<file path="src/rtl/svpwm_pkg.sv">
// ----------------------------------------------------------------------------
// svpwm_pkg
// Types, widths and codes shared by the space-vector PWM duty generator.
// ----------------------------------------------------------------------------
`default_nettype none

package svpwm_pkg;

  localparam int VEC_BITS  = 16;
  localparam int WGT_BITS  = VEC_BITS + 17;
  localparam int SUM_BITS  = WGT_BITS + 1;
  localparam int DUTY_BITS = 16;
  localparam int QUO_BITS  = DUTY_BITS;
  localparam int SQ_BITS   = 2 * VEC_BITS;
  localparam int TRI_FULL  = 2 * VEC_BITS + 2;
  localparam int TRI_BITS  = (TRI_FULL > 64) ? 64 : TRI_FULL;
  localparam int MOD_SHIFT = 15;
  localparam int DIV_STAGES = QUO_BITS;

  localparam logic [15:0] SQRT3_HALF_Q16 = 16'd56756;
  localparam logic [15:0] MOD_ONE        = 16'd32768;
  localparam logic [15:0] PERIOD_RESET   = 16'd3000;

  localparam int APB_ADDR_BITS = 3;
  localparam logic REG_PERIOD   = 1'b0;
  localparam logic REG_POLARITY = 1'b1;

  localparam logic [2:0] SEC_ZERO = 3'd0;
  localparam logic [2:0] SEC_1    = 3'd1;
  localparam logic [2:0] SEC_2    = 3'd2;
  localparam logic [2:0] SEC_3    = 3'd3;
  localparam logic [2:0] SEC_4    = 3'd4;
  localparam logic [2:0] SEC_5    = 3'd5;
  localparam logic [2:0] SEC_6    = 3'd6;

  typedef struct packed {
    logic signed [VEC_BITS-1:0] vec_alpha;
    logic signed [VEC_BITS-1:0] vec_beta;
    logic [15:0]                mod_index;
  } in_word_t;

  typedef struct packed {
    logic [DUTY_BITS-1:0] compare_a;
    logic [DUTY_BITS-1:0] compare_b;
    logic [DUTY_BITS-1:0] compare_c;
    logic [2:0]           sector_id;
  } out_word_t;

  // Word carried through the divider stages.
  typedef struct packed {
    logic [2:0]           sector;
    logic [DUTY_BITS-1:0] tt;
    logic [DUTY_BITS-1:0] t0;
    logic [DUTY_BITS-1:0] tt_bits;
    logic [WGT_BITS-1:0]  p;
    logic [SUM_BITS-1:0]  d;
    logic [SUM_BITS-1:0]  r;
    logic [QUO_BITS-1:0]  q;
  } div_word_t;

endpackage

`default_nettype wire

</file>
<file path="src/rtl/svpwm_div_step.sv">
// ----------------------------------------------------------------------------
// svpwm_div_step
// One stage of the t_total * p / sum division: shifts in one bit of t_total,
// folds in p and retires a quotient digit of 0, 1 or 2.
// ----------------------------------------------------------------------------
`default_nettype none

module svpwm_div_step (
  input  logic                 clk,
  input  logic                 rst,
  input  logic                 in_valid,
  output logic                 in_ready,
  input  svpwm_pkg::div_word_t in_word,
  output logic                 out_valid,
  input  logic                 out_ready,
  output svpwm_pkg::div_word_t out_word
);

  localparam int WB = svpwm_pkg::WGT_BITS;
  localparam int SB = svpwm_pkg::SUM_BITS;
  localparam int QB = svpwm_pkg::QUO_BITS;
  localparam int VW = SB + 2;

  logic [WB-1:0] add_p;
  logic [VW-1:0] val, dd1, dd2, rem;
  logic [1:0]    digit;
  svpwm_pkg::div_word_t word_next;

  assign in_ready = !out_valid || out_ready;

  assign add_p = in_word.tt_bits[QB-1] ? in_word.p : '0;
  assign val   = (VW'(in_word.r) << 1) + VW'(add_p);
  assign dd1   = VW'(in_word.d);
  assign dd2   = VW'(in_word.d) << 1;

  // remainder stays below the divisor, so the digit is at most 2
  always_comb begin
    if (val >= dd2) begin
      digit = 2'd2;
      rem   = val - dd2;
    end else if (val >= dd1) begin
      digit = 2'd1;
      rem   = val - dd1;
    end else begin
      digit = 2'd0;
      rem   = val;
    end
  end

  always_comb begin
    word_next         = in_word;
    word_next.tt_bits = in_word.tt_bits << 1;
    word_next.r       = SB'(rem);
    word_next.q       = QB'((in_word.q << 1) + QB'(digit));
  end

  always_ff @(posedge clk) begin
    if (rst) begin
      out_valid <= 1'b0;
    end else if (in_ready) begin
      out_valid <= in_valid;
    end
  end

  always_ff @(posedge clk) begin
    if (in_ready) begin
      out_word <= word_next;
    end
  end

endmodule

`default_nettype wire

</file>
<file path="config.mk">
export PLATFORM = sky130hd
export DESIGN_NAME = svpwm_div_step
export DESIGN_NICKNAME = d
export VERILOG_FILES = /design/src/rtl/svpwm_pkg.sv /design/src/rtl/svpwm_div_step.sv
export SDC_FILE = /design/constraint.sdc
export NUM_CORES = 1
export LEC_CHECK = 0
export ABC_CLOCK_PERIOD_IN_PS = 17700
export BUFFER_PORTS_ARGS = -buffer_cell sky130_fd_sc_hd__buf_4
export CORE_ASPECT_RATIO = 2
export CORE_UTILIZATION = 50
export DETAILED_ROUTE_END_ITERATION = 6
export GPL_TIMING_DRIVEN = 0
export PLACE_DENSITY = 0.78
export SLEW_MARGIN = 20
export SYNTH_ARGS = -nofsm -noshare
export SYNTH_HDL_FRONTEND = slang
export SYNTH_SLANG_ARGS = --single-unit
</file>
<file path="constraint.sdc">
create_clock -name clk -period 17.7 [get_ports clk]
set_input_delay 3.54 -clock clk [delete_from_list [all_inputs] [get_ports clk]]
set_output_delay 3.54 -clock clk [all_outputs]
set_load 0.03 [all_outputs]
</file>
==> reports/results.ini <==
[worst_setup_path]
end_kind=register
worstSetupPathType=in2reg
cp_max_fo=10
cp.required_ns=17.90
arrival_ns=10.46
worst_setup_path_start_kind=primary input

[routing]
first_pass_iters=6
ant_nets=0
via_count=10300
drcViolationCount=0
vias_per_cell=5.86
routedWlPerCell_microns=20.5
routed_wl_microns=35800
drt-initial-drc-count=572

[run]
maxCapViolCount=0

[synth]
synth_warnings=0
synth_cells=1095
synth_nets=1372
netlist_area_sq_mm=0.0115
synth-seq-cells=168
synth_flop_cell=edfxtp_1
async_flop_share_pct=0
synth_edf_count=167
avgSynthCellArea_sq_um=10.5
synth_cell_types=71
yosysSeqAreaShare_pct=43.6

[floorplanning]
fp.dieW_microns=109
io_pins=342
die_h_microns=217
die_area_sq_mm=0.0237
rows=78
initial_core_util_pct=51.0
core_area_sq_mm=0.0226

[clocking]
clkTransAtPathRegs_ns=0.06
cts_tree=built
numCtsBuffers=17
clock-sinks=168
ctsHtreeMaxLevel=4
cts_root_buf=clkbuf_16
postCtsSetupBuffers=0
hold_buffers=0
cts_resized=0
clockBufferDepth=2
clkLatencyLatePin_ns=0.46

[global_route]
grt_pass1_vias=10300
grt_start_max_net_pins=62
overflow=0
grt_usage_pct=30.1
antenna_found_initial=1
grt_pass1_wl_microns=52600

[power_and_ir_drop]
leakage_nw=6.89
vdd_drop_max_uv=85.6
power.total_mw=1.75
p_per_area_mw_per_mm2=116

[finish]
final_common_cell=buf_4
drive_gt1_share_pct=27.7
areaGrowthSynthToFinish_pct=31.2
layout_common_cells=342 x buf_4, 167 x edfxtp_1, 102 x ha_1
nNetsFinal=1733

[sta]
post-route-period-util_pct=58.0
layout_setup_ws_ns=7.44
hold_viol=0
fin_setup_tns_ns=0
tightest_slew_ns=0.832
max_freq_mhz=97.5
rsz0062_at_grt=no
period_needed_ns=10.26
final_max_slew_viol_count=0
setup_viol=0
skew_ns=0.0133
slew_headroom_pct=43.1

[min_path]
hold_path.class=reg2reg

[placement]
port_buffers=339
pre_cts_ws_ns=7.17
dp_hpwl_microns=28800
finalWeightedCongestion=0.948

[run_status]
status=completed

## power by group
| part | internal, mW | switching (mW) | leakage [nW] |
|---|---|---|---|
| logic | 0.319 | 0.501 | 4.86 |
| registers | 0.520 | 0.0183 | 1.74 |
| clock network | 0.226 | 0.165 | 0.301 |
## layer usage
metal / vias up / global-route usage, % / wire [microns]
li1: 4835 / - / -
met1: 4831 / 27.3 / 11600
met2: 447 / 55.5 / 19300
met3: 145 / 5.60 / 1880
met4: 0 / 25.2 / 3070
met5: - / 0 / 0
## stage by stage
step                hold slack, ns  util (%)  cells  cell area [sq um]
floorplan                     3.61         -   1095              11500
global placement              3.70      63.7   1714              14400
detailed placement           0.842      64.1   1717              14500
CTS                          0.864      66.8   1749              15100
global route                 0.905      66.8   1750              15100
finish                       0.837      66.8   1750              15100
## cell usage after synthesis (4+ instances only)
cell / number / area (sq um)
nand2_1: 48 / 180
a21boi_0: 6 / 45.0
nor2_1: 71 / 267
nor3_1: 16 / 80.1
or3_1: 6 / 37.5
o21a_1: 11 / 82.6
a221oi_1: 4 / 35.0
clkbuf_1: 19 / 71.3
o21bai_1: 14 / 105
a21oi_1: 95 / 475
a21o_1: 57 / 428
nand2b_1: 14 / 87.6
xor2_1: 29 / 254
buf_2: 5 / 25.0
nor2b_1: 8 / 50.1
nand4_1: 15 / 93.8
o22ai_1: 5 / 31.3
a31o_2: 4 / 35.0
o21ai_1: 4 / 20.0
a31oi_1: 12 / 75.1
and3_1: 17 / 106
a311oi_1: 4 / 35.0
o21ai_0: 40 / 200
mux2i_1: 38 / 380
or2_2: 6 / 37.5
and2_1: 37 / 231
a211oi_1: 11 / 82.6
nor3b_1: 4 / 30.0
inv_1: 56 / 210
edfxtp_1: 167 / 5010
o211ai_1: 8 / 60.1
xnor2_1: 65 / 569
ha_1: 102 / 1280
nand3_1: 33 / 165
nand3b_1: 6 / 45.0
## flip-flops by register name (all words and copies together), names as in the netlist
register / flops
out_valid: 1
out_word: 167
## final cells by class
cell class / count / area [sq um]
diodes: 1 / 2.50
plain buffers: 30 / 145
clock buffers: 18 / 429
clock inverters: 14 / 188
fillers: 1841 / 7510
inverters: 57 / 214
multi-input cells: 840 / 6150
flip-flops and latches: 168 / 5030
well taps: 280 / 350
repair buffers: 342 / 2620
## final timing paths
check	startpoint	endpoint	slack, ns	depth (start not counted)
worst min-delay path	out_valid$_SDFFE_PP0P_	out_valid$_SDFFE_PP0P_	0.84	2
worst max register to register	out_valid$_SDFFE_PP0P_	out_word[105]$_DFFE_PP_	16.33	2
worst max-delay path	in_word[132]	out_word[15]$_DFFE_PP_	7.44	28
worst min register to register	out_valid$_SDFFE_PP0P_	out_valid$_SDFFE_PP0P_	0.84	2
## cell families after synthesis
family                     synth area share, %
other                                   0.0325
DFF                                       43.6
buffers and inverters                     3.11
AOI/OAI and AO/OA                         18.4
and+or+nand+nor                           12.8
adders and majority gates                 11.6
xor gates and xnor gates                  7.14
muxes                                     3.30
## worst max-delay path, stage by stage
cell,delay (ns)
buf_4,0.17
and2_1,0.17
ha_1,0.28
fa_1,0.47
a211oi_2,0.23
o21ai_1,0.17
a2111oi_4,0.52
o31ai_4,0.17
a41oi_1,0.39
o31ai_1,0.15
xor2_1,0.35
ha_1,0.30
clkbuf_1,0.19
a21o_1,0.25
a21o_1,0.18
a21o_1,0.21
a2111oi_0,0.76
o21ai_0,0.27
nor3_1,0.24
o31a_1,0.14
buf_2,0.22
inv_2,0.15
ha_1,0.23
ha_1,0.23
nand3_1,0.15
nor2_1,0.12
nand3_1,0.11
xnor2_1,0.08
Power figures use the tool's default switching activity.
