File: config.mk
export PLATFORM = sky130hd
export DESIGN_NAME = svpwm_front
export DESIGN_NICKNAME = d
export VERILOG_FILES = /design/src/rtl/svpwm_pkg.sv /design/src/rtl/svpwm_front.sv
export SDC_FILE = /design/constraint.sdc
export NUM_CORES = 2
export LEC_CHECK = 0
export BUFFER_PORTS_ARGS = -buffer_cell sky130_fd_sc_hd__buf_2
export CORE_AREA = 2 2 391 393
export CTS_CLUSTER_SIZE = 40
export DETAILED_ROUTE_END_ITERATION = 10
export DIE_AREA = 0 0 393 395
export PLACE_DENSITY = 0.57
export SLEW_MARGIN = 30
export SYNTH_ARGS = -nofsm -noshare
export SYNTH_HDL_FRONTEND = slang
export SYNTH_SLANG_ARGS = --single-unit
File: constraint.sdc
create_clock -name clk -period 16.9 [get_ports clk]
set_input_delay 0 -clock clk [delete_from_list [all_inputs] [get_ports clk]]
set_output_delay 0 -clock clk [all_outputs]
set_load 0.05 [all_outputs]
File: src/rtl/svpwm_pkg.sv
// ----------------------------------------------------------------------------
// svpwm_pkg
// Types, widths and codes shared by the space-vector PWM duty generator.
// ----------------------------------------------------------------------------
`default_nettype none

package svpwm_pkg;

  localparam int VEC_BITS  = 16;
  localparam int WGT_BITS  = VEC_BITS + 17;
  localparam int SUM_BITS  = WGT_BITS + 1;
  localparam int DUTY_BITS = 16;
  localparam int QUO_BITS  = DUTY_BITS;
  localparam int SQ_BITS   = 2 * VEC_BITS;
  localparam int TRI_FULL  = 2 * VEC_BITS + 2;
  localparam int TRI_BITS  = (TRI_FULL > 64) ? 64 : TRI_FULL;
  localparam int MOD_SHIFT = 15;
  localparam int DIV_STAGES = QUO_BITS;

  localparam logic [15:0] SQRT3_HALF_Q16 = 16'd56756;
  localparam logic [15:0] MOD_ONE        = 16'd32768;
  localparam logic [15:0] PERIOD_RESET   = 16'd3000;

  localparam int APB_ADDR_BITS = 3;
  localparam logic REG_PERIOD   = 1'b0;
  localparam logic REG_POLARITY = 1'b1;

  localparam logic [2:0] SEC_ZERO = 3'd0;
  localparam logic [2:0] SEC_1    = 3'd1;
  localparam logic [2:0] SEC_2    = 3'd2;
  localparam logic [2:0] SEC_3    = 3'd3;
  localparam logic [2:0] SEC_4    = 3'd4;
  localparam logic [2:0] SEC_5    = 3'd5;
  localparam logic [2:0] SEC_6    = 3'd6;

  typedef struct packed {
    logic signed [VEC_BITS-1:0] vec_alpha;
    logic signed [VEC_BITS-1:0] vec_beta;
    logic [15:0]                mod_index;
  } in_word_t;

  typedef struct packed {
    logic [DUTY_BITS-1:0] compare_a;
    logic [DUTY_BITS-1:0] compare_b;
    logic [DUTY_BITS-1:0] compare_c;
    logic [2:0]           sector_id;
  } out_word_t;

  // Word carried through the divider stages.
  typedef struct packed {
    logic [2:0]           sector;
    logic [DUTY_BITS-1:0] tt;
    logic [DUTY_BITS-1:0] t0;
    logic [DUTY_BITS-1:0] tt_bits;
    logic [WGT_BITS-1:0]  p;
    logic [SUM_BITS-1:0]  d;
    logic [SUM_BITS-1:0]  r;
    logic [QUO_BITS-1:0]  q;
  } div_word_t;

endpackage

`default_nettype wire

File: src/rtl/svpwm_front.sv
// ----------------------------------------------------------------------------
// svpwm_front
// Four-stage front end: magnitudes, products, sector and weights, weight pair.
// ----------------------------------------------------------------------------
`default_nettype none

module svpwm_front (
  input  logic                   clk,
  input  logic                   rst,
  input  logic                   in_valid,
  output logic                   in_ready,
  input  svpwm_pkg::in_word_t    in_word,
  input  logic [15:0]            period,
  output logic                   out_valid,
  input  logic                   out_ready,
  output svpwm_pkg::div_word_t   out_word
);

  localparam int VB  = svpwm_pkg::VEC_BITS;
  localparam int WB  = svpwm_pkg::WGT_BITS;
  localparam int SB  = svpwm_pkg::SUM_BITS;
  localparam int SQW = svpwm_pkg::SQ_BITS;
  localparam int TFW = svpwm_pkg::TRI_FULL;
  localparam int TW  = svpwm_pkg::TRI_BITS;
  localparam int DB  = svpwm_pkg::DUTY_BITS;
  localparam int SAW = VB + 17;
  localparam int SPW = SAW + 1;

  logic rdy1, rdy2, rdy3, rdy4;

  // stage 1
  logic                 s1_valid;
  logic signed [VB-1:0] s1_a, s1_b;
  logic [VB-1:0]        s1_ma, s1_mb;
  logic [15:0]          s1_k;
  logic                 s1_zero;

  // stage 2
  logic                  s2_valid;
  logic [SQW-1:0]        s2_sqa, s2_sqb;
  logic signed [SAW-1:0] s2_sa;
  logic signed [VB-1:0]  s2_b;
  logic [VB-1:0]         s2_mb;
  logic                  s2_zero, s2_apos, s2_bpos;
  logic [DB-1:0]         s2_tt;

  // stage 3
  logic          s3_valid;
  logic [2:0]    s3_sector;
  logic [WB-1:0] s3_w1, s3_w2, s3_w3;
  logic [DB-1:0] s3_tt;

  logic signed [16:0]    sqrt_c;
  logic signed [SAW-1:0] sa_c;
  logic [31:0]           kp;
  logic signed [SPW-1:0] hb, sum_p, sum_m;
  logic [TFW-1:0]        sqa_x;
  logic [TW-1:0]         triple_sq, sqb_x;
  logic                  steep;
  logic [2:0]            sector_c;
  logic [WB-1:0]         p_c, q_c;

  assign rdy4     = !out_valid || out_ready;
  assign rdy3     = !s3_valid || rdy4;
  assign rdy2     = !s2_valid || rdy3;
  assign rdy1     = !s1_valid || rdy2;
  assign in_ready = rdy1;

  // ---- stage 1: magnitudes, modulation clamp
  always_ff @(posedge clk) begin
    if (rst) begin
      s1_valid <= 1'b0;
    end else if (rdy1) begin
      s1_valid <= in_valid;
    end
  end

  always_ff @(posedge clk) begin
    if (rdy1) begin
      s1_a    <= in_word.vec_alpha;
      s1_b    <= in_word.vec_beta;
      s1_ma   <= in_word.vec_alpha[VB-1] ? VB'(-in_word.vec_alpha) : VB'(in_word.vec_alpha);
      s1_mb   <= in_word.vec_beta[VB-1] ? VB'(-in_word.vec_beta) : VB'(in_word.vec_beta);
      s1_k    <= (in_word.mod_index > svpwm_pkg::MOD_ONE) ? svpwm_pkg::MOD_ONE
                                                          : in_word.mod_index;
      s1_zero <= (in_word.vec_alpha == '0) && (in_word.vec_beta == '0);
    end
  end

  // ---- stage 2: squares, sqrt3/2 * alpha, active time
  assign sqrt_c = $signed({1'b0, svpwm_pkg::SQRT3_HALF_Q16});
  assign sa_c   = SAW'(sqrt_c) * SAW'(s1_a);
  assign kp     = 32'(s1_k) * 32'(period);

  always_ff @(posedge clk) begin
    if (rst) begin
      s2_valid <= 1'b0;
    end else if (rdy2) begin
      s2_valid <= s1_valid;
    end
  end

  always_ff @(posedge clk) begin
    if (rdy2) begin
      s2_sqa  <= SQW'(s1_ma) * SQW'(s1_ma);
      s2_sqb  <= SQW'(s1_mb) * SQW'(s1_mb);
      s2_sa   <= sa_c;
      s2_b    <= s1_b;
      s2_mb   <= s1_mb;
      s2_zero <= s1_zero;
      s2_apos <= !s1_a[VB-1] && (s1_a != '0);
      s2_bpos <= !s1_b[VB-1] && (s1_b != '0);
      s2_tt   <= kp[svpwm_pkg::MOD_SHIFT +: DB];
    end
  end

  // ---- stage 3: sector and the three weights
  // 3*alpha^2 is held at full width in 34 bits, so it never wraps.
  assign sqa_x     = TFW'(s2_sqa);
  assign triple_sq = TW'((sqa_x << 1) + sqa_x);
  assign sqb_x     = TW'(s2_sqb);
  assign steep     = sqb_x > triple_sq;

  assign hb    = SPW'(s2_b) <<< 15;
  assign sum_p = SPW'(s2_sa) + hb;
  assign sum_m = SPW'(s2_sa) - hb;

  always_comb begin
    if (s2_zero) begin
      sector_c = svpwm_pkg::SEC_ZERO;
    end else if (s2_bpos) begin
      sector_c = steep ? svpwm_pkg::SEC_2 : (s2_apos ? svpwm_pkg::SEC_1 : svpwm_pkg::SEC_3);
    end else begin
      sector_c = steep ? svpwm_pkg::SEC_5 : (s2_apos ? svpwm_pkg::SEC_6 : svpwm_pkg::SEC_4);
    end
  end

  always_ff @(posedge clk) begin
    if (rst) begin
      s3_valid <= 1'b0;
    end else if (rdy3) begin
      s3_valid <= s2_valid;
    end
  end

  always_ff @(posedge clk) begin
    if (rdy3) begin
      s3_sector <= sector_c;
      s3_w1     <= WB'(s2_mb) << 16;
      s3_w2     <= sum_p[SPW-1] ? WB'(-sum_p) : WB'(sum_p);
      s3_w3     <= sum_m[SPW-1] ? WB'(-sum_m) : WB'(sum_m);
      s3_tt     <= s2_tt;
    end
  end

  // ---- stage 4: pick the weight pair for the sector, zero time
  always_comb begin
    case (s3_sector)
      svpwm_pkg::SEC_1, svpwm_pkg::SEC_4: begin
        p_c = s3_w3;
        q_c = s3_w1;
      end
      svpwm_pkg::SEC_2, svpwm_pkg::SEC_5: begin
        p_c = s3_w2;
        q_c = s3_w3;
      end
      default: begin
        p_c = s3_w1;
        q_c = s3_w2;
      end
    endcase
  end

  always_ff @(posedge clk) begin
    if (rst) begin
      out_valid <= 1'b0;
    end else if (rdy4) begin
      out_valid <= s3_valid;
    end
  end

  always_ff @(posedge clk) begin
    if (rdy4) begin
      out_word.sector  <= s3_sector;
      out_word.tt      <= s3_tt;
      out_word.t0      <= DB'((period - s3_tt) >> 1);
      out_word.tt_bits <= s3_tt;
      out_word.p       <= p_c;
      out_word.d       <= SB'(p_c) + SB'(q_c);
      out_word.r       <= '0;
      out_word.q       <= '0;
    end
  end

endmodule

`default_nettype wire

==> results.py <==
metrics = {
    "outcome": {
        "status": "finished clean",
    },
    "clock_tree": {
        "clk_pin_slew_ns": 0.06,
        "numCtsBuffers": 50,
        "post_cts_buffers": 0,
        "clock-sinks": 417,
        "cts_tree": "done",
        "insertion_delay_ns": 0.66,
        "cts-root-buf": "clkbuf_16",
        "clockBufferDepth": 3,
        "h-tree-depth": 2,
    },
    "global_routing": {
        "antenna_found_initial": 15,
        "first_global_vias": 35700,
        "grt_first_pass_wirelength_um": 196000,
        "grtUsageTotal": 0.160,
        "grt.overflow.total": 0,
        "grt_max_degree": 74,
    },
    "timing": {
        "fin_skew_ns": 0.0521,
        "max_freq_mhz": 134,
        "hold_violations": 0,
        "setup_viol": 0,
        "period_needed_ns": 7.44,
        "finalCritPeriodShare": 0.440,
        "rsz0062_at_grt": "no",
        "drv_slew": 0,
        "relSlewSlack": 0.357,
        "worst_slew_pin_slew_ns": 0.952,
        "finalSetupTns_ns": 0,
    },
    "synthesis": {
        "avgSynthCellArea_um2": 10.0,
        "synth_top_cell_area_share": 0.260,
        "syn-cell-area_um2": 49600,
        "netlist_instances": 4953,
        "synthTopCellsByArea": "fa_1 (26%), edfxtp_1 (25%), ha_1 (14%)",
        "synth_top_flop_cell": "edfxtp_1",
        "yosys_warnings": 0,
        "synth_edf_count": 413,
        "synth.distinct_cells": 77,
        "synth-seq-cells": 417,
        "yosysTopAreaCell": "fa_1",
        "postSynth.asyncResetShare": 0,
        "ys_seq_area_frac": 0.251,
    },
    "critical_path": {
        "cpMaxStageDelayCell": "edfxtp_1",
        "worstPathMaxFanout": 17,
        "critPathCaptureType": "flip-flop",
        "worstSetupStartpointType": "flip-flop",
        "timing.rr.start": "s1_ma[6]",
        "cpLargestDelayFamily": "adder cells",
        "crit_buf_inv": 3,
        "critPathRequiredTime_ns": 17.28,
        "crit_arrival_ns": 7.82,
        "setup.worst_path.start": "s1_ma[6]",
        "crit_top_cell": "fa_1",
        "worstPathCellList": "nand2_1 > fa_1 > inv_1 > fa_1 > fa_1 > fa_1 > fa_1 > inv_1 > fa_1 > inv_1 > ha_1 > a2111oi_0 > nand2_1 > or2_2 > o211ai_1 > a21oi_1 > o311ai_0 > nand3_1 > a31o_2 > a21oi_1 > xnor2_1",
        "worstSetupPathType": "flip-flop to flip-flop",
        "cp_slowest_stage_delay_ns": 0.77,
    },
    "placement": {
        "portBuffers": 182,
        "hpwl_um": 97800,
        "place.gp.congestion": 0.886,
    },
    "route": {
        "drt_iter0_markers": 1959,
        "viasPerCell": 4.70,
        "remaining_drc_errors": 0,
        "vias": 33900,
        "drt-wirelength-per-cell_um": 16.9,
        "drtPass1Iterations": 7,
        "routed_wl_um": 122000,
        "postRouteAntennaNets": 0,
    },
    "die": {
        "die_x_um": 393,
        "die_area_um2": 155000,
        "ios": 238,
        "coreArea_um2": 151000,
        "start_util": 0.328,
        "rows": 143,
        "dieHeight_um": 395,
    },
    "final_layout": {
        "drive_gt1_frac": 0.0634,
        "syn_to_final_growth_pct": 10.7,
        "mostFrequentLayoutCells": "inv_1 (1039), fa_1 (644), ha_1 (549), nand2_1 (465), edfxtp_1 (413)",
        "final_nets": 6397,
        "layout_commonest_cell": "inv_1",
    },
    "job": {
        "cap_violations": 0,
    },
    "hold_path": {
        "hold_start": "rst",
        "hp-class": "input pin to flip-flop",
    },
}
routing by layer:
layer  wire length [µm]  up-vias  global-route usage
met3               7310      147              0.0316
met5                 72        -                   0
li1                   -    16200                   -
met4               2660       10              0.0374
met1              54800    16800               0.214
met2              56700      727               0.266
through the flow:
step / instances / utilization / hold slack (ns) / instance area, µm² / setup slack [ns]
floorplan: 5007 / - / 0.0724 / 49800 / 10.23
global placement: 7054 / 0.347 / 0.211 / 52500 / 9.67
detailed placement: 7054 / 0.347 / 0.221 / 52500 / 9.57
CTS: 7205 / 0.363 / 0.0253 / 54900 / 9.54
global route: 7211 / 0.363 / 0.0840 / 54900 / 9.03
finish: 7213 / 0.363 / 0.0827 / 54900 / 9.46
tightest hold or removal path: cells and delay by family:
| family | cells | cell delay [ns] |
|---|---|---|
| buffers and inverters | 2 | 0.65 |
| AND/OR/NAND/NOR | 1 | 0.05 |
state kept, by name, summed over array words and instances, names as in the netlist, 16 cells and up:
signal,cells
s1_b,16
s3_tt,16
s3_w2,30
s2_sa,30
out_word,97
s2_tt,16
s2_sqb,31
s2_sqa,31
s1_k,16
s1_a,16
s3_w1,16
s3_w3,31
layout make-up:
| cell class | instances | area [µm²] |
|---|---|---|
| diodes | 7 | 17.5 |
| clock buffers | 54 | 1270 |
| clock inverters | 38 | 532 |
| fillers | 15100 | 96300 |
| inverters | 1041 | 3920 |
| multi-input cells | 3364 | 32500 |
| flip-flops and latches | 417 | 12500 |
| well taps | 2030 | 2540 |
| repair buffers | 262 | 1670 |
final timing paths:
check / end / slack (ns) / cells after the start
max: s2_sqa[31] / 9.46 / 21
min: out_valid / 0.08 / 3
max reg2reg: s2_sqa[31] / 9.46 / 21
min reg2reg: s3_tt[12] / 0.42 / 0
cell usage after synthesis, types with 6 or more instances:
library cell / instances
a2111oi_0: 12
a211o_1: 6
a211oi_1: 21
a21boi_0: 8
a21o_1: 79
a21oi_1: 166
a22o_1: 28
a22oi_1: 33
a31oi_1: 23
and2_1: 205
and3_1: 28
buf_4: 71
clkbuf_1: 107
edfxtp_1: 413
fa_1: 644
ha_1: 549
inv_1: 1041
nand2_1: 467
nand2b_1: 33
nand3_1: 48
nand4_1: 18
nor2_1: 199
nor2b_1: 46
nor3_1: 56
nor3b_1: 12
nor4_1: 23
o211ai_1: 10
o21a_1: 36
o21ai_0: 102
o21bai_1: 21
o31ai_1: 23
or2_2: 16
or3_1: 29
or4_1: 7
xnor2_1: 208
xor2_1: 72
what timing repair did:
action	CTS	global route
gates resized for setup	0	0
endpoints found under the hold margin	83	0
hold buffers	59	0
kinds of logic after synthesis:
family          Yosys count  share of synthesized area
buf+inv                1226                     0.0984
simple gates           1201                      0.117
fa+ha+maj              1193                      0.398
compound gates          628                     0.0845
flops                   417                      0.251
xor+xnor                280                     0.0494
mux                       7                    0.00149
other cells               1                  0.0000755
Power is not shown: default switching activity piles up to over one toggle a cycle in this logic, so the estimate is an artifact.
