--- src/rtl/svpwm_pkg.sv ---
// ----------------------------------------------------------------------------
// svpwm_pkg
// Types, widths and codes shared by the space-vector PWM duty generator.
// ----------------------------------------------------------------------------
`default_nettype none

package svpwm_pkg;

  localparam int VEC_BITS  = 16;
  localparam int WGT_BITS  = VEC_BITS + 17;
  localparam int SUM_BITS  = WGT_BITS + 1;
  localparam int DUTY_BITS = 16;
  localparam int QUO_BITS  = DUTY_BITS;
  localparam int SQ_BITS   = 2 * VEC_BITS;
  localparam int TRI_FULL  = 2 * VEC_BITS + 2;
  localparam int TRI_BITS  = (TRI_FULL > 64) ? 64 : TRI_FULL;
  localparam int MOD_SHIFT = 15;
  localparam int DIV_STAGES = QUO_BITS;

  localparam logic [15:0] SQRT3_HALF_Q16 = 16'd56756;
  localparam logic [15:0] MOD_ONE        = 16'd32768;
  localparam logic [15:0] PERIOD_RESET   = 16'd3000;

  localparam int APB_ADDR_BITS = 3;
  localparam logic REG_PERIOD   = 1'b0;
  localparam logic REG_POLARITY = 1'b1;

  localparam logic [2:0] SEC_ZERO = 3'd0;
  localparam logic [2:0] SEC_1    = 3'd1;
  localparam logic [2:0] SEC_2    = 3'd2;
  localparam logic [2:0] SEC_3    = 3'd3;
  localparam logic [2:0] SEC_4    = 3'd4;
  localparam logic [2:0] SEC_5    = 3'd5;
  localparam logic [2:0] SEC_6    = 3'd6;

  typedef struct packed {
    logic signed [VEC_BITS-1:0] vec_alpha;
    logic signed [VEC_BITS-1:0] vec_beta;
    logic [15:0]                mod_index;
  } in_word_t;

  typedef struct packed {
    logic [DUTY_BITS-1:0] compare_a;
    logic [DUTY_BITS-1:0] compare_b;
    logic [DUTY_BITS-1:0] compare_c;
    logic [2:0]           sector_id;
  } out_word_t;

  // Word carried through the divider stages.
  typedef struct packed {
    logic [2:0]           sector;
    logic [DUTY_BITS-1:0] tt;
    logic [DUTY_BITS-1:0] t0;
    logic [DUTY_BITS-1:0] tt_bits;
    logic [WGT_BITS-1:0]  p;
    logic [SUM_BITS-1:0]  d;
    logic [SUM_BITS-1:0]  r;
    logic [QUO_BITS-1:0]  q;
  } div_word_t;

endpackage

`default_nettype wire

--- src/rtl/svpwm_duty.sv ---
// ----------------------------------------------------------------------------
// svpwm_duty
// Output stage: sector table to phase duties, polarity, output register.
// ----------------------------------------------------------------------------
`default_nettype none

module svpwm_duty (
  input  logic                 clk,
  input  logic                 rst,
  input  logic                 in_valid,
  output logic                 in_ready,
  input  svpwm_pkg::div_word_t in_word,
  input  logic [15:0]          period,
  input  logic                 polarity,
  output logic                 out_valid,
  input  logic                 out_stall,
  output svpwm_pkg::out_word_t out_word
);

  localparam int DB = svpwm_pkg::DUTY_BITS;

  logic [DB-1:0] t0, t1, t2, half;
  logic [DB-1:0] da, db, dc;

  assign in_ready = !out_valid || !out_stall;

  assign t0   = in_word.t0;
  assign t1   = in_word.q;
  assign t2   = in_word.tt - in_word.q;
  assign half = period >> 1;

  always_comb begin
    case (in_word.sector)
      svpwm_pkg::SEC_ZERO: begin
        da = half;
        db = half;
        dc = half;
      end
      svpwm_pkg::SEC_1: begin
        da = t0 + t2 + t1;
        db = t0 + t2;
        dc = t0;
      end
      svpwm_pkg::SEC_2: begin
        da = t0 + t1;
        db = t0 + t1 + t2;
        dc = t0;
      end
      svpwm_pkg::SEC_3: begin
        da = t0;
        db = t0 + t2 + t1;
        dc = t0 + t2;
      end
      svpwm_pkg::SEC_4: begin
        da = t0;
        db = t0 + t1;
        dc = t0 + t1 + t2;
      end
      svpwm_pkg::SEC_5: begin
        da = t0 + t2;
        db = t0;
        dc = t0 + t2 + t1;
      end
      default: begin
        da = t0 + t1 + t2;
        db = t0;
        dc = t0 + t1;
      end
    endcase
  end

  always_ff @(posedge clk) begin
    if (rst) begin
      out_valid <= 1'b0;
    end else if (in_ready) begin
      out_valid <= in_valid;
    end
  end

  always_ff @(posedge clk) begin
    if (in_ready) begin
      out_word.compare_a <= polarity ? period - da : da;
      out_word.compare_b <= polarity ? period - db : db;
      out_word.compare_c <= polarity ? period - dc : dc;
      out_word.sector_id <= in_word.sector;
    end
  end

endmodule

`default_nettype wire

--- config.mk ---
export PLATFORM = sky130hd
export DESIGN_NAME = svpwm_duty
export DESIGN_NICKNAME = d
export VERILOG_FILES = /design/src/rtl/svpwm_pkg.sv /design/src/rtl/svpwm_duty.sv
export SDC_FILE = /design/constraint.sdc
export NUM_CORES = 1
export LEC_CHECK = 0
export ABC_AREA = 1
export BUFFER_PORTS_ARGS = -buffer_cell sky130_fd_sc_hd__buf_4
export CORE_ASPECT_RATIO = 0.5
export CORE_MARGIN = 5
export CORE_UTILIZATION = 25
export DETAILED_ROUTE_END_ITERATION = 8
export PLACE_DENSITY_LB_ADDON = 0.25
export SKIP_CTS_REPAIR_TIMING = 1
export SYNTH_ARGS = -nofsm -noshare
export SYNTH_HDL_FRONTEND = slang
export SYNTH_SLANG_ARGS = --single-unit
--- constraint.sdc ---
create_clock -name clk -period 5.2 [get_ports clk]
set_clock_uncertainty 0.2 [all_clocks]
set_input_delay 0.26 -clock clk [delete_from_list [all_inputs] [get_ports clk]]
set_output_delay 0.26 -clock clk [all_outputs]
set_load 0.005 [all_outputs]
==> results of run 1 <==
-- logic make-up (layout without fill, tap and decap cells) --
family | Yosys count | in the layout | share of synthesized area, %
XOR/XNOR | 71 | 71 | 6.539
flip-flops | 52 | 52 | 16.31
other | 0 | 1 | 0
AND/OR/NAND/NOR | 672 | 672 | 29.76
AO/OA/AOI/OAI | 341 | 341 | 20.42
adder cells (fa/ha/maj) | 130 | 130 | 17.73
buffers and inverters | 232 | 724 | 9.236
-- worst register-to-register path, cell delays in order, from the launching register on --
cell and delay [ns]:
dfxtp_1 0.32, nand2_2 0.31, buf_4 0.50
-- Yosys cell counts, types with 14 or more instances --
| cell type | count | area [sq um] |
|---|---|---|
| inv_1 | 196 | 735.7 |
| clkbuf_1 | 22 | 82.58 |
| a21oi_1 | 134 | 670.6 |
| a221oi_1 | 14 | 122.6 |
| nand3_1 | 77 | 385.4 |
| xnor2_1 | 26 | 227.7 |
| nand4_1 | 23 | 143.9 |
| edfxtp_1 | 51 | 1531 |
| xor2_1 | 45 | 394.1 |
| o21ai_0 | 107 | 535.5 |
| nand2_1 | 466 | 1749 |
| o22ai_1 | 17 | 106.4 |
| nor2_1 | 61 | 229.0 |
| ha_1 | 122 | 1526 |
-- where the power goes --
group / switching (W) / internal [W] / leakage, nW
combinational: 0.00277 / 0.00281 / 7.15
clock: 0.000149 / 0.000175 / 0.0710
sequential: 0.0000451 / 0.000641 / 0.550
total: 0.00296 / 0.00363 / 7.77
-- flip-flops by register name, summed over array words and instances (netlist names) --
name / flops
out_valid: 1
out_word: 51
-- path summary, 6_finish.rpt --
path	startpoint	to	slack, ns	depth (start not counted)
worst min-delay path	in_word[166]	out_word[1]	0.008	1
worst max-delay path	in_word[149]	out_word[50]	-0.21	45
worst max register to register	out_valid	out_word[18]	3.49	2
worst min register to register	out_valid	out_valid	0.58	2
-- layout make-up --
| cell class | instances | area (sq um) |
|---|---|---|
| fillers | 3778 | 21730 |
| multi-input cells | 1214 | 8740 |
| repair buffers | 513 | 3913 |
| flip-flops and latches | 52 | 1551 |
| inverters | 203 | 777.0 |
| well taps | 494 | 618.1 |
| clock buffers | 5 | 125.1 |
| clock inverters | 3 | 13.76 |
| diodes | 1 | 2.502 |
-- routing by layer --
layer / part of all wire [%] / GRT usage (%)
met2: 46 / 27.63
met3: 4.4 / 1.186
met5: 0 / 0
met4: 1.5 / 3.050
met1: 48 / 24.67
-- stage by stage --
| stage | worst slack (ns) | power (W) | TNS (ns) | cells | hold slack [ns] |
|---|---|---|---|---|---|
| after floorplan | -0.03911 | 0.002887 | -0.03911 | 1498 | 0.1291 |
| after global placement | -0.8145 | 0.005202 | -12.85 | 2442 | 0.2162 |
| after detailed placement | -0.8695 | 0.005219 | -14.23 | 2442 | 0.2219 |
| after CTS | -0.5783 | 0.005559 | -6.327 | 2450 | -0.08654 |
| after global routing | -0.5130 | 0.007140 | -4.281 | 2485 | 0.009247 |
| final | -0.2055 | 0.006591 | -0.4054 | 2485 | 0.008052 |
==> metrics.txt, run 1 <==
vias in the first global route=between 10000 and 15000; status=finished, violations left; setup ws final=-0.2055 ns; slowest CP cell=fa_2; static leakage=7.773 nW; WL final=38730 um; Avg WL per Cell=~16 um; commonest register cell after synthesis=edfxtp_1; WP buf/inv=7; top cell family by delay on the critical path=simple AND/OR/NAND/NOR gates; CTS tree=built; H-tree levels=2; Worst setup SP type=primary input; max-cap violations=0; global-route usage over all layers=16.86%; Hold WC Path Type=in -> reg; VDD IR max=0.0001779 V; post-route core utilization=42.00%; Slew Viols, Final=0; Final Cycle Share=104.0%; die height=147.9 um; net count after synthesis=1817; CP Capture Type=register; RSZ-0062 raised after global routing=yes; Clock Sink Count=52; initial core utilization=25.38%; first-pass GRT wire length=57410 um; initial drt markers=820; Final Hold Viols=0; placed cell areas=13780 sq um; core box area=37470 sq um; endpoints failing setup=5; initial antenna violation count=1; worst skew pair latency=0.29 ns; Max stage delay on crit path=between 0.3 and 0.4 ns; most common cell after layout, fill and taps aside=buf_4; crit path DAT=5.25 ns; nets=2308; largest net degree at the start of global routing=57; yosys warns=0; Mapped Area=9510 sq um; Seq cells post-synth=52; Max Clock Freq=around 0.18 GHz; vias per cell=4.727; CP required=5.04 ns; Post-Syn Area per Cell=about 6.3 sq um; clock tree root buffer cell=clkbuf_16; CTS Buf Count=5; clock slew at reported path FFs=0.07 ns; Post-route DRC=0; deepest clock path buffer count=2; GPL Wtd Cong=between 0.9 and 1; die area=between 40000 and 50000 sq um; Area growth, synth to finish=65.50%; relative slew slack=between 60 and 70%; row count=50; commonest cells after routing, fill and taps aside=buf_4, nand2_1, inv_1, a21oi_1, ha_1; First-pass DRT Iterations=5; layout cell share with drive strength beyond 1=40.65%; die width=roughly 290 um; GR Overflow Total=0; total number of vias=11750; slew of the pin with the lowest slew margin=0.5834 ns; PwrDens=about 420 nW/um^2; Post-synth EDFFs=51; HPWL after detailed placement=31940 um; failing checks=negative setup slack; Finished Cell Area=15740 sq um; Final min period=approximately 5.4 ns; PortBufs=between 100 and 150; largest fanout on the critical path=5; Synth async-reset ratio=0%; CP dominant cell by count=nand2_1; I/O pin total=242; critical path class=in -> reg; final antenna-violating net count=0; post-synthesis sequential area ratio=16.31%; Yosys cell types=55; cells after synthesis=1498
No activity file was read; power rests on OpenSTA's default activity.
==> inputs of run 2 (changes only) <==
--- a/config.mk
+++ b/config.mk
@@ -11,7 +11,8 @@
 export CORE_MARGIN = 5
 export CORE_UTILIZATION = 25
 export DETAILED_ROUTE_END_ITERATION = 8
-export PLACE_DENSITY_LB_ADDON = 0.25
+export MAX_ROUTING_LAYER = met4
+export PLACE_DENSITY = 0.46
 export SKIP_CTS_REPAIR_TIMING = 1
 export SYNTH_ARGS = -nofsm -noshare
 export SYNTH_HDL_FRONTEND = slang
==> run 2 against run 1 <==
Net effect: the run still ends with negative setup slack left; sequential cell count is the same; sequential share of layout area shrank 0.064 points; count of clock-buffer cells in the layout increased by 3; total power up 1.5%; hold slack worse by 0.0052 ns; setup slack lost 0.019 ns; final cell count up 0.60%; non-clock buffer count increased by 15; global-route usage increased by 0.93 points; combinational power increased by 1%; highest routed layer unchanged.
==> metrics.txt, run 2 (synthesis results as in run 1) <==
Clock Sink Count=52; R2R cell count=2; vias per cell=4.666; die height=between 100 and 150 um; Post-route DRC=0; initial core utilization=25.38%; deepest clock path buffer count=2; largest fanout on the critical path=5; clock tree root buffer cell=clkbuf_16; critical path class=in -> reg; failing checks=negative setup slack; GPL Wtd Cong=0.8784; Final min period=5.425 ns; VDD IR max=0.0001723 V; FF-to-FF Start=out_valid; Finished Cell Area=15840 sq um; First-pass DRT Iterations=5; crit path DAT=between 5 and 6 ns; first-pass GRT wire length=58170 um; worst skew pair latency=0.29 ns; Final Hold Viols=0; slew of the pin with the lowest slew margin=0.9184 ns; CTS Buf Count=5; CP Capture Type=register; initial antenna violation count=1; top flop regs=out_word x51, out_valid x1; CP required=5.06 ns; reg-to-reg slack, setup=3.70 ns; hold path endpoint=out_valid; PwrDens=approximately 420 nW/um^2; I/O pin total=242; r2r endpoint=out_word[34]; setup ws final=-0.2245 ns; top cell family by delay on the critical path=simple AND/OR/NAND/NOR gates; global-route usage over all layers=17.79%; Slew Viols, Final=0; die width=~290 um; CTS tree=built; static leakage=approximately 8 nW; Final TNS setup=-0.6104 ns; max reg flops=51; HPWL after detailed placement=32730 um; vias in the first global route=10500; commonest cells after routing, fill and taps aside=buf_4, nand2_1, inv_1, a21oi_1, ha_1; endpoints failing setup=6; most common cell after layout, fill and taps aside=buf_4; H-tree levels=2; Hold WC Path Type=in -> reg; RSZ-0062 raised after global routing=yes; status=finished, violations left; Hold Crit Depth=3; slowest CP cell=fa_2; Max Clock Freq=0.1843 GHz; WL final=39630 um; CP dominant cell by count=nand2_1; Final Cycle Share=104.3%; row count=50; max-cap violations=0; nets=2323; Area growth, synth to finish=66.58%; total number of vias=11670; largest net degree at the start of global routing=57; DP Worst Slack=-0.8389 ns; Avg WL per Cell=around 16 um; die area=roughly 42000 sq um; relative slew slack=38.62%; Max stage delay on crit path=0.36 ns; PortBufs=124; layout cell share with drive strength beyond 1=40.60%; clock slew at reported path FFs=0.07 ns; WP buf/inv=7; placed cell areas=13850 sq um; Worst setup SP type=primary input; GR Overflow Total=0; final antenna-violating net count=0; initial drt markers=766; Top reg by flops=out_word; core box area=37470 sq um; Hold Crit Start=in_valid
-- run 2: cell count changes in the layout (fill, tap and decap cells not counted), sizes merged --
cell and delta:
buf +15, clkbuf +3, clkinv -3
-- run 2: metrics by stage --
step / util, % / std cells / total power, W / hold WS (ns)
3_5_place_dp: 36.95 / 2451 / 0.005260 / 0.2164
3_3_place_gp: 36.95 / 2451 / 0.005254 / 0.2169
5_1_grt: 42.28 / 2500 / 0.007227 / 0.001774
4_1_cts: 37.34 / 2459 / 0.005620 / -0.09693
6_report: 42.28 / 2500 / 0.006688 / 0.002833
2_1_floorplan: - / 1498 / 0.002887 / 0.1291
-- run 2: final cells by class --
class	instances	area [sq um]
Inverter	203	779.5
Tap cell	494	618.1
Sequential cell	52	1551
Fill cell	3820	21630
Timing Repair Buffer	528	4026
Clock buffer	8	146.4
Antenna cell	1	2.502
Multi-Input combinational cell	1214	8718
-- run 2: routing by layer --
layer	up-vias	global-route usage [%]	part of all wire, %
met2	254	26.85	44
met1	5312	26.21	50
met3	27	1.464	4.3
li1	6072	-	-
met4	0	3.292	1.4
met5	-	-	0
-- run 2: worst max-delay path by stage --
stage / depth (start not counted) / slack [ns] / startpoint / to
final: 40 / -0.22 / in_word[149] / out_word[50]
after CTS: 38 / -0.53 / in_word[1] / out_word[50]
after floorplan: 36 / -0.04 / in_word[149] / out_word[33]
after detailed placement: 38 / -0.84 / in_word[2] / out_word[50]
after global placement: 38 / -0.81 / in_word[1] / out_word[50]
after global routing: 44 / -0.55 / in_word[149] / out_word[50]
-- run 2: worst register-to-register path: stages, from the launching register on --
cell     delay (ns)
dfxtp_1        0.32
nand2_2        0.05
buf_4          0.54
-- run 2: power by group --
part           leakage, nW  internal, W  switching, W
combinational         7.24      0.00287       0.00279
sequential           0.550     0.000640     0.0000422
clock               0.0712     0.000193      0.000153
==> inputs of run 3 (changes only) <==
--- a/config.mk
+++ b/config.mk
@@ -12,8 +12,9 @@
 export CORE_UTILIZATION = 25
 export DETAILED_ROUTE_END_ITERATION = 8
 export MAX_ROUTING_LAYER = met4
-export PLACE_DENSITY = 0.46
+export PLACE_DENSITY = 0.55
 export SKIP_CTS_REPAIR_TIMING = 1
 export SYNTH_ARGS = -nofsm -noshare
 export SYNTH_HDL_FRONTEND = slang
 export SYNTH_SLANG_ARGS = --single-unit
+export TNS_END_PERCENT = 30
==> run 3 against run 2 <==
Net effect: hold slack worse by 0.0013 ns; the flow still finishes with violations (negative setup slack); wire length is 2.8% lower; fmax is 0.52% higher; register-to-register slack worse by 0.04 ns.
==> metrics.txt, run 3 (synthesis results as in run 1) <==
first-pass GRT wire length=57240 um; GR Overflow Total=0; CP dominant cell by count=nand2_1; PortBufs=124; Top reg by flops=out_word; max-cap violations=0; crit path DAT=5.24 ns; HPWL after detailed placement=31830 um; WP buf/inv=6; PwrDens=416.5 nW/um^2; VDD IR max=0.0001558 V; post-route core utilization=40.95%; RSZ-0062 raised after global routing=yes; initial antenna violation count=2; die height=147.9 um; total number of vias=11910; Max Clock Freq=between 0.15 and 0.2 GHz; Area growth, synth to finish=61.36%; Finished Cell Area=about 15000 sq um; row count=50; H-tree levels=2; Worst setup SP type=primary input; Post-route DRC=0; First-pass DRT Iterations=5; Final Hold Viols=0; nets=2311; Slew Viols, Final=0; placed cell areas=about 14000 sq um; static leakage=7.693 nW; initial core utilization=25.38%; endpoints failing setup=7; Min Hold Slack=roughly 0.0015 ns; setup ws final=-0.1966 ns; core box area=37470 sq um; top cell family by delay on the critical path=simple AND/OR/NAND/NOR gates; largest net degree at the start of global routing=57; fill cell count=3820; most common cell after layout, fill and taps aside=buf_4; Final Cycle Share=103.8%; CTS Buf Count=5; initial drt markers=856; Layout Cells excl Fill=about 2500; relative slew slack=51.31%; status=finished, violations left; Max stage delay on crit path=0.34 ns; deepest clock path buffer count=2; Avg WL per Cell=15.48 um; CP required=5.05 ns; layout cell share with drive strength beyond 1=38.13%; Clock Sink Count=52; slowest CP cell=fa_2; die area=42280 sq um; die width=285.8 um; failing checks=negative setup slack; critical path class=in -> reg; vias per cell=4.784; DP Worst Slack=-0.7782 ns; Final min period=5.397 ns; Hold WC Path Type=in -> reg; vias in the first global route=10730; largest fanout on the critical path=4; GPL Wtd Cong=0.9132; worst skew pair latency=about 0.3 ns; top flop regs=out_word x51, out_valid x1; clock slew at reported path FFs=0.07 ns; I/O pin total=242; CP Capture Type=register; max reg flops=a little over 50; clock tree root buffer cell=clkbuf_16; commonest cells after routing, fill and taps aside=buf_4, nand2_1, inv_1, a21oi_1, ha_1; WL final=a little under 40000 um; CTS tree=built; global-route usage over all layers=approximately 17%; slew of the pin with the lowest slew margin=0.7296 ns; placed cell count=2439; final antenna-violating net count=0
[run 3: changes by cell type in the layout (fill, tap and decap cells not counted), sizes merged]
cell    change
clkbuf      -1
buf        -12
clkinv      +1
diode       +1
[run 3: worst paths after layout]
check,depth (start not counted),start,slack (ns),to
worst max register to register,2,out_valid,3.66,out_word[17]
worst max-delay path,43,in_word[149],-0.20,out_word[50]
worst min register to register,3,out_valid,0.78,out_valid
worst min-delay path,3,in_valid,0.001,out_valid
[run 3: routing by layer]
metal | share of wire (%) | vias to the layer above | track usage [%] | wire, um
li1 | - | 6050 | - | -
met4 | 1.8 | 0 | 3.679 | 682
met2 | 45 | 332 | 27.42 | 17490
met3 | 4.9 | 47 | 1.109 | 1896
met5 | 0 | - | - | 0
met1 | 48 | 5478 | 24.62 | 18470
[run 3: per-stage QoR]
step	power [W]	setup TNS, ns
6_report	0.006391	-0.7066
5_1_grt	0.006931	-6.382
4_1_cts	0.005515	-6.651
3_5_place_dp	0.005171	-14.36
3_3_place_gp	0.005149	-13.73
2_1_floorplan	0.002879	-0.05240
[run 3: area by class of cell]
type                    count  area [sq um]  area share (%)
repair buffers            516          3909           25.47
flip-flops and latches     52          1551           10.11
clock buffers               7         132.6          0.8642
diodes                      2         5.005         0.03261
well taps                 494         618.1           4.028
multi-input cells        1214          8344           54.37
inverters                 203         782.0           5.096
clock inverters             1         3.754         0.02446
[run 3: report_power, final]
group	internal [W]	leakage [nW]	switching, W
Clock	0.000178	0.0656	0.000150
Sequential	0.000641	0.550	0.0000481
Combinational	0.00270	7.08	0.00267
Total	0.00352	7.69	0.00287
[run 3: worst register-to-register path: cells and delay by family, from the launching register on]
family / cells / cell delay [ns]
buffers and inverters: 1 / 0.55
flip-flops: 1 / 0.33
AND/OR/NAND/NOR: 1 / 0.05
